==> config.mk <==
export PLATFORM = sky130hd
export DESIGN_NAME = int32_to_decimal_ascii_flat
export DESIGN_NICKNAME = d
export VERILOG_FILES = /design/src/hdl/i2da_pkg.sv /design/src/hdl/i2da_if.sv /design/src/hdl/int32_to_decimal_ascii.sv /design/src/flat_wrapper.sv
export SDC_FILE = /design/constraint.sdc
export NUM_CORES = 1
export LEC_CHECK = 0
export BUFFER_PORTS_ARGS = -buffer_cell sky130_fd_sc_hd__buf_2
export CORE_ASPECT_RATIO = 1.75
export CORE_MARGIN = 2
export CORE_UTILIZATION = 55
export DETAILED_ROUTE_END_ITERATION = 10
export PLACE_DENSITY = 0.76
export SLEW_MARGIN = 20
export SYNTH_ARGS = -nofsm -noshare
export SYNTH_HDL_FRONTEND = slang
export SYNTH_SLANG_ARGS = --single-unit
==> constraint.sdc <==
create_clock -name i_clk -period 8.3 [get_ports i_clk]
set_input_delay 0.83 -clock i_clk [delete_from_list [all_inputs] [get_ports i_clk]]
set_output_delay 0.83 -clock i_clk [all_outputs]
set_load 0.01 [all_outputs]
==> src/hdl/i2da_pkg.sv <==
// shared types and constants for the signed integer to decimal text converter
package i2da_pkg;

    localparam int MAG_W      = 32;
    localparam int N_DIGITS   = 10;
    localparam int DIGIT_W    = 4;
    localparam int POS_W      = $clog2(N_DIGITS);
    localparam int CHAR_W     = 7;
    localparam int N_DD_STG   = 8;
    localparam int DD_PER_STG = MAG_W / N_DD_STG;
    localparam int N_STG      = N_DD_STG + 1;

    localparam logic [CHAR_W-1:0] ASCII_ZERO  = 7'd48;
    localparam logic [CHAR_W-1:0] ASCII_MINUS = 7'd45;

    typedef logic signed [MAG_W-1:0]              t_value;
    typedef logic [MAG_W-1:0]                     t_mag;
    typedef logic [CHAR_W-1:0]                    t_char;
    typedef logic [N_DIGITS-1:0][DIGIT_W-1:0]     t_bcd;
    typedef logic [POS_W-1:0]                     t_pos;

    // one shift-and-add-3 working word: bcd digits over the binary remainder
    typedef struct packed {
        t_bcd bcd;
        t_mag bin;
    } t_dd;

endpackage

==> src/hdl/i2da_if.sv <==
// request channels: signed integer in, ascii characters out
interface i2da_in_if;
    import i2da_pkg::*;
    logic   valid;
    logic   ready;
    t_value value;

    modport source (output valid, output value, input ready);
    modport sink   (input valid, input value, output ready);
endinterface

interface i2da_out_if;
    import i2da_pkg::*;
    logic  valid;
    logic  ready;
    t_char character;
    logic  last_char;

    modport source (output valid, output character, output last_char, input ready);
    modport sink   (input valid, input character, input last_char, output ready);
endinterface

==> src/hdl/int32_to_decimal_ascii.sv <==
// top level: signed 32-bit integer to decimal ascii text, one character per request
// Each input request carries one signed 32-bit integer; the block returns its decimal
// text as one output request per character, most significant first, with a leading
// '-' for negative values and last_char set on the final character (1 to 11 characters).
// The conversion runs in a nine-stage pipeline (magnitude stage, then eight
// shift-and-add-3 stages of four bits each) ahead of the output serializer.
// Characters leave the serializer at one per cycle while o_out.ready is high; it
// holds one number at a time and so sets the sustained rate. The serializer loads
// the next number on the cycle its last character is taken, and the pipeline keeps
// accepting while it has free stages.
module int32_to_decimal_ascii (
    input  logic        i_clk,
    input  logic        i_rst_n,
    i2da_in_if.sink     i_in,
    i2da_out_if.source  o_out
);
    import i2da_pkg::*;

    // one double-dabble bit step
    function automatic t_dd dd_iter(input t_dd x);
        t_dd y;
        y = x;
        for (int d = 0; d < N_DIGITS; d++) begin
            if (y.bcd[d] >= 4'd5) begin
                y.bcd[d] = y.bcd[d] + 4'd3;
            end
        end
        y = t_dd'({y.bcd, y.bin} << 1);
        return y;
    endfunction

    // pipeline registers
    t_bcd             r_bcd [N_STG];
    t_mag             r_bin [N_STG];
    logic             r_neg [N_STG];
    logic [N_STG-1:0] r_vld;
    logic [N_STG-1:0] w_en;
    t_dd              n_dd  [N_DD_STG];

    // serializer registers
    t_bcd             r_sbcd;
    t_pos             r_spos;
    logic             r_sdash;
    logic             r_sbusy;

    logic             w_load;
    logic             w_last;
    logic             w_take;
    t_pos             w_msd;

    // stage enables: a stage moves when empty or when the next one moves
    always_comb begin
        w_en[N_STG-1] = !r_vld[N_STG-1] || w_load;
        for (int k = N_STG - 2; k >= 0; k--) begin
            w_en[k] = !r_vld[k] || w_en[k+1];
        end
    end

    assign i_in.ready = w_en[0];

    // four bit steps per conversion stage
    always_comb begin
        for (int k = 0; k < N_DD_STG; k++) begin
            n_dd[k] = '{bcd: r_bcd[k], bin: r_bin[k]};
            for (int j = 0; j < DD_PER_STG; j++) begin
                n_dd[k] = dd_iter(n_dd[k]);
            end
        end
    end

    // valid bits
    always_ff @(posedge i_clk) begin
        if (!i_rst_n) begin
            r_vld <= '0;
        end else begin
            for (int k = 0; k < N_STG; k++) begin
                if (w_en[k]) begin
                    r_vld[k] <= (k == 0) ? i_in.valid : r_vld[(k == 0) ? 0 : k - 1];
                end
            end
        end
    end

    // pipeline payload
    always_ff @(posedge i_clk) begin
        if (w_en[0]) begin
            r_neg[0] <= i_in.value[MAG_W-1];
            r_bin[0] <= i_in.value[MAG_W-1] ? (t_mag'(0) - t_mag'(i_in.value))
                                            : t_mag'(i_in.value);
            r_bcd[0] <= '0;
        end
        for (int k = 1; k < N_STG; k++) begin
            if (w_en[k]) begin
                r_neg[k] <= r_neg[k-1];
                r_bin[k] <= n_dd[k-1].bin;
                r_bcd[k] <= n_dd[k-1].bcd;
            end
        end
    end

    // leading digit position, zero gives position zero
    always_comb begin
        w_msd = '0;
        for (int d = 0; d < N_DIGITS; d++) begin
            if (r_bcd[N_STG-1][d] != 4'd0) begin
                w_msd = t_pos'(d);
            end
        end
    end

    assign w_last = !r_sdash && (r_spos == '0);
    assign w_take = r_sbusy && o_out.ready;
    assign w_load = r_vld[N_STG-1] && (!r_sbusy || (o_out.ready && w_last));

    // output serializer
    always_ff @(posedge i_clk) begin
        if (!i_rst_n) begin
            r_sbusy <= 1'b0;
            r_sdash <= 1'b0;
            r_spos  <= '0;
        end else if (w_load) begin
            r_sbusy <= 1'b1;
            r_sdash <= r_neg[N_STG-1];
            r_spos  <= w_msd;
        end else if (w_take) begin
            priority if (w_last) begin
                r_sbusy <= 1'b0;
            end else if (r_sdash) begin
                r_sdash <= 1'b0;
            end else begin
                r_spos <= r_spos - t_pos'(1);
            end
        end
    end

    always_ff @(posedge i_clk) begin
        if (w_load) begin
            r_sbcd <= r_bcd[N_STG-1];
        end
    end

    // output request
    assign o_out.valid     = r_sbusy;
    assign o_out.character = r_sdash ? ASCII_MINUS
                                     : ASCII_ZERO + {{(CHAR_W-DIGIT_W){1'b0}}, r_sbcd[r_spos]};
    assign o_out.last_char = w_last;

endmodule
==> src/flat_wrapper.sv <==
// flat-port wrapper written by rule: the top's interface ports become plain ports
module int32_to_decimal_ascii_flat import i2da_pkg::*;
  (i_clk, i_rst_n, i_in_valid, i_in_value, i_in_ready, o_out_valid, o_out_character, o_out_last_char, o_out_ready);
  i2da_in_if i_in_i ();
  i2da_out_if o_out_i ();
  input  logic i_clk;
  input  logic i_rst_n;
  input wire logic [$bits(i_in_i.valid)-1:0] i_in_valid;
  input wire logic [$bits(i_in_i.value)-1:0] i_in_value;
  output wire logic [$bits(i_in_i.ready)-1:0] i_in_ready;
  output wire logic [$bits(o_out_i.valid)-1:0] o_out_valid;
  output wire logic [$bits(o_out_i.character)-1:0] o_out_character;
  output wire logic [$bits(o_out_i.last_char)-1:0] o_out_last_char;
  input wire logic [$bits(o_out_i.ready)-1:0] o_out_ready;
  assign i_in_i.valid = i_in_valid;
  assign i_in_i.value = i_in_value;
  assign i_in_ready = i_in_i.ready;
  assign o_out_valid = o_out_i.valid;
  assign o_out_character = o_out_i.character;
  assign o_out_last_char = o_out_i.last_char;
  assign o_out_i.ready = o_out_ready;
  int32_to_decimal_ascii u_core (.i_clk(i_clk), .i_rst_n(i_rst_n), .i_in(i_in_i), .o_out(o_out_i));
endmodule
==> impl_metrics.toml <==
[status]
status = "completed"

[synthesis]
netlist_area_um2 = 29000
postSynthAreaPerCell_um2 = 9.43
synthSimpleGateAreaFrac = 0.134
synth_cells = 3080
synth-seq-cells = 393
synthMuxAreaShare = 0.0640
synth_adder_area_share = 0.0670
synth_top_family_by_area = "compound AO/OA/AOI/OAI gates"
yosysWarnings = 0
synthXorXnorAreaFrac = 0.0569
synthDominantCellAreaShare = 0.391
ys_top_cells_by_count = "edfxtp_1 (378), a21oi_1 (306), o21ai_0 (278)"
synth_top_area_cell = "edfxtp_1"
synth_compound_area_frac = 0.240
synth_enable_flop_cells = 378
synth.most_common_cell = "edfxtp_1"
ys_seq_area_frac = 0.401
synthArstFlopShare = 0
syn_nets = 3266
ys_top_cells_by_area = "edfxtp_1 (39%), ha_1 (6.5%), a21oi_1 (5.3%)"
yosysUniqueCellTypes = 83
synth_ff_type = "edfxtp_1"

[sta]
tns_ns = 0
rsz0062_at_grt = "no"
tightest_slew_ns = 1.08
hold_viol = 0
period_minus_slack_ns = 4.54
min_period_over_period = 0.547
timing.hold.ws_ns = 0.417
maxSlewViolCount = 0
max_slew_margin = 0.278
finalSetupViolations = 0
fmax_ghz = 0.220
clock_skew_ns = 0.0216

[detailed_routing]
vias_per_cell = 6.25
drtPass1Iterations = 7
wl_per_cell_um = 15.8
drtIter0Drc = 1706
drc_errors = 0
drtAntennaViolNets = 0
via_count = 23780
wirelength_um = 60200

[layout]
layout.nets = 3282
fillers = 4307
drive_gt1_frac = 0.0799
area_growth_pct = 7.71
n_antenna_cell = 0

[clock_tree]
numCtsBuffers = 40
postCtsHoldBufs = 0
cts.repair.resized = 0
htree_num_levels = 2
post-cts-setup-buffers = 0
cts-root-buf = "clkbuf_16"
cts_tree = "built"
cts.sinks = 393
clk_pin_slew_ns = 0.06
clk_latency_ns = 0.56
cts_buffer_depth = 3

[floorplanning]
die_h_um = 308
start_util = 0.556
io_pins = 46
coreArea_um2 = 52200
fp.dieW_um = 178
die_area_um2 = 54700
row_count = 111

[critical_path]
cp_max_fo = 10
crit_type = "reg2reg"
setup.worst_path.end_class = "flip-flop"
critPathMaxStageDelay_ns = 0.69
required_ns = 8.61
worst-path-buf-inv = 2
critPathSlowestCell = "mux2i_1"
cp_cell_sequence = "inv_1 > ha_1 > nand2b_1 > a21oi_1 > mux2i_1 > o21ai_1 > xnor2_1 > clkinv_1 > ha_1 > maj3_1 > o2bb2ai_1 > mux2i_1 > nor2b_1 > nor2_1 > xnor2_1"
path_delay_family = "multiplexers"
ff2ff_setup_slack_ns = 3.76
worst-endpoint-arrival_ns = 4.85
startpoint_type = "flip-flop"

[placement]
io_buffers = 43
place_congestion = 0.842
dp_hpwl_um = 44900

[global_route]
grt_use_total = 0.216
antenna_found_initial = 0
grt_first_pass_wirelength_um = 101000
grt_overflow_total = 0
grt_max_degree = 49
grt_pass1_vias = 23616

[job]
maxCapViolations = 0

[worst_hold_path]
hp-class = "reg2reg"
## sequential cells by signal (all words and copies together) (netlist names)
name,flops
u_core.o_out.valid,1
u_core.r_sdash,1
u_core.r_bin,144
u_core.r_neg,9
u_core.r_sbcd,40
u_core.r_bcd,185
u_core.r_spos,4
u_core.r_vld,9
## layer usage
layer / GRT usage / vias to the layer above / routed length [µm]
met3: 0.0211 / 157 / 1880
li1: - / 11694 / -
met5: 0 / - / 0
met2: 0.460 / 576 / 35200
met1: 0.199 / 11353 / 21100
met4: 0.0871 / 0 / 2000
## worst reg2reg max path, cell delays in order, from the launching register on
cell and delay (ns):
edfxtp_1 0.47, inv_1 0.13, ha_1 0.20, nand2b_1 0.10
a21oi_1 0.47, mux2i_1 0.69, o21ai_1 0.18, xnor2_1 0.33
clkinv_1 0.27, ha_1 0.28, maj3_1 0.35, o2bb2ai_1 0.13
mux2i_1 0.20, nor2b_1 0.28, nor2_1 0.10, xnor2_1 0.13
## per-stage QoR
| step | cells | setup slack (ns) | utilization | instance area (µm²) |
|---|---|---|---|---|
| 2_1_floorplan | 3080 | 4.31 | - | 29000 |
| 3_3_place_gp | 3732 | 4.10 | 0.572 | 29900 |
| 3_5_place_dp | 3732 | 3.91 | 0.572 | 29900 |
| 4_1_cts | 3806 | 3.82 | 0.599 | 31300 |
| 5_1_grt | 3806 | 3.39 | 0.599 | 31300 |
| 6_report | 3806 | 3.76 | 0.599 | 31300 |
## layout make-up
type,instances,area (µm²),area share
clock buffer,48,1060,0.0340
sequential,393,11700,0.372
clock inverter,26,303,0.00968
timing repair buffer,53,290,0.00928
tap,678,848,0.0271
multi-input combinational,2411,16400,0.524
inverter,197,739,0.0236
## path summary, 6_finish.rpt
| kind | to | from | depth (start not counted) |
|---|---|---|---|
| worst min register to register | u_core.r_bin[0][113] | u_core.r_bin[0][77] | 0 |
| worst min-delay path | u_core.r_bin[0][113] | u_core.r_bin[0][77] | 0 |
| worst max-delay path | u_core.r_bcd[0][328] | u_core.r_bcd[0][280] | 15 |
| worst max register to register | u_core.r_bcd[0][328] | u_core.r_bcd[0][280] | 15 |
## logic make-up (layout without fill, tap and decap cells)
| kind of cell | count (synthesis) | in the layout |
|---|---|---|
| AO/OA/AOI/OAI | 1109 | 1109 |
| AND/OR/NAND/NOR | 789 | 789 |
| flip-flops | 393 | 393 |
| buffers and inverters | 276 | 324 |
| adder cells (fa/ha/maj) | 157 | 157 |
| other | 2 | 2 |
| XOR/XNOR | 187 | 187 |
| multiplexers | 167 | 167 |
## placed cells by master, fill, tap and decap left out, types with 19 or more instances in the layout
cell       instances
edfxtp_1         378
a21oi_1          306
o21ai_0          277
nor2_1           217
nand2_1          198
inv_1            196
ha_1             150
xnor2_1          147
mux2i_1           98
a31oi_1           87
nand2b_1          69
mux2_2            60
nor3_1            51
nand3_1           50
nor3b_1           47
buf_2             43
clkbuf_16         41
nor2b_1           38
a211oi_1          37
xor2_1            35
o22ai_1           30
a21o_1            30
o21a_1            28
o211ai_1          28
a31o_2            28
o21bai_1          27
o31ai_1           22
a22o_1            20
o221ai_1          19
Power is not shown: default switching activity piles up to over one toggle a cycle in this logic, so the estimate is an artifact.
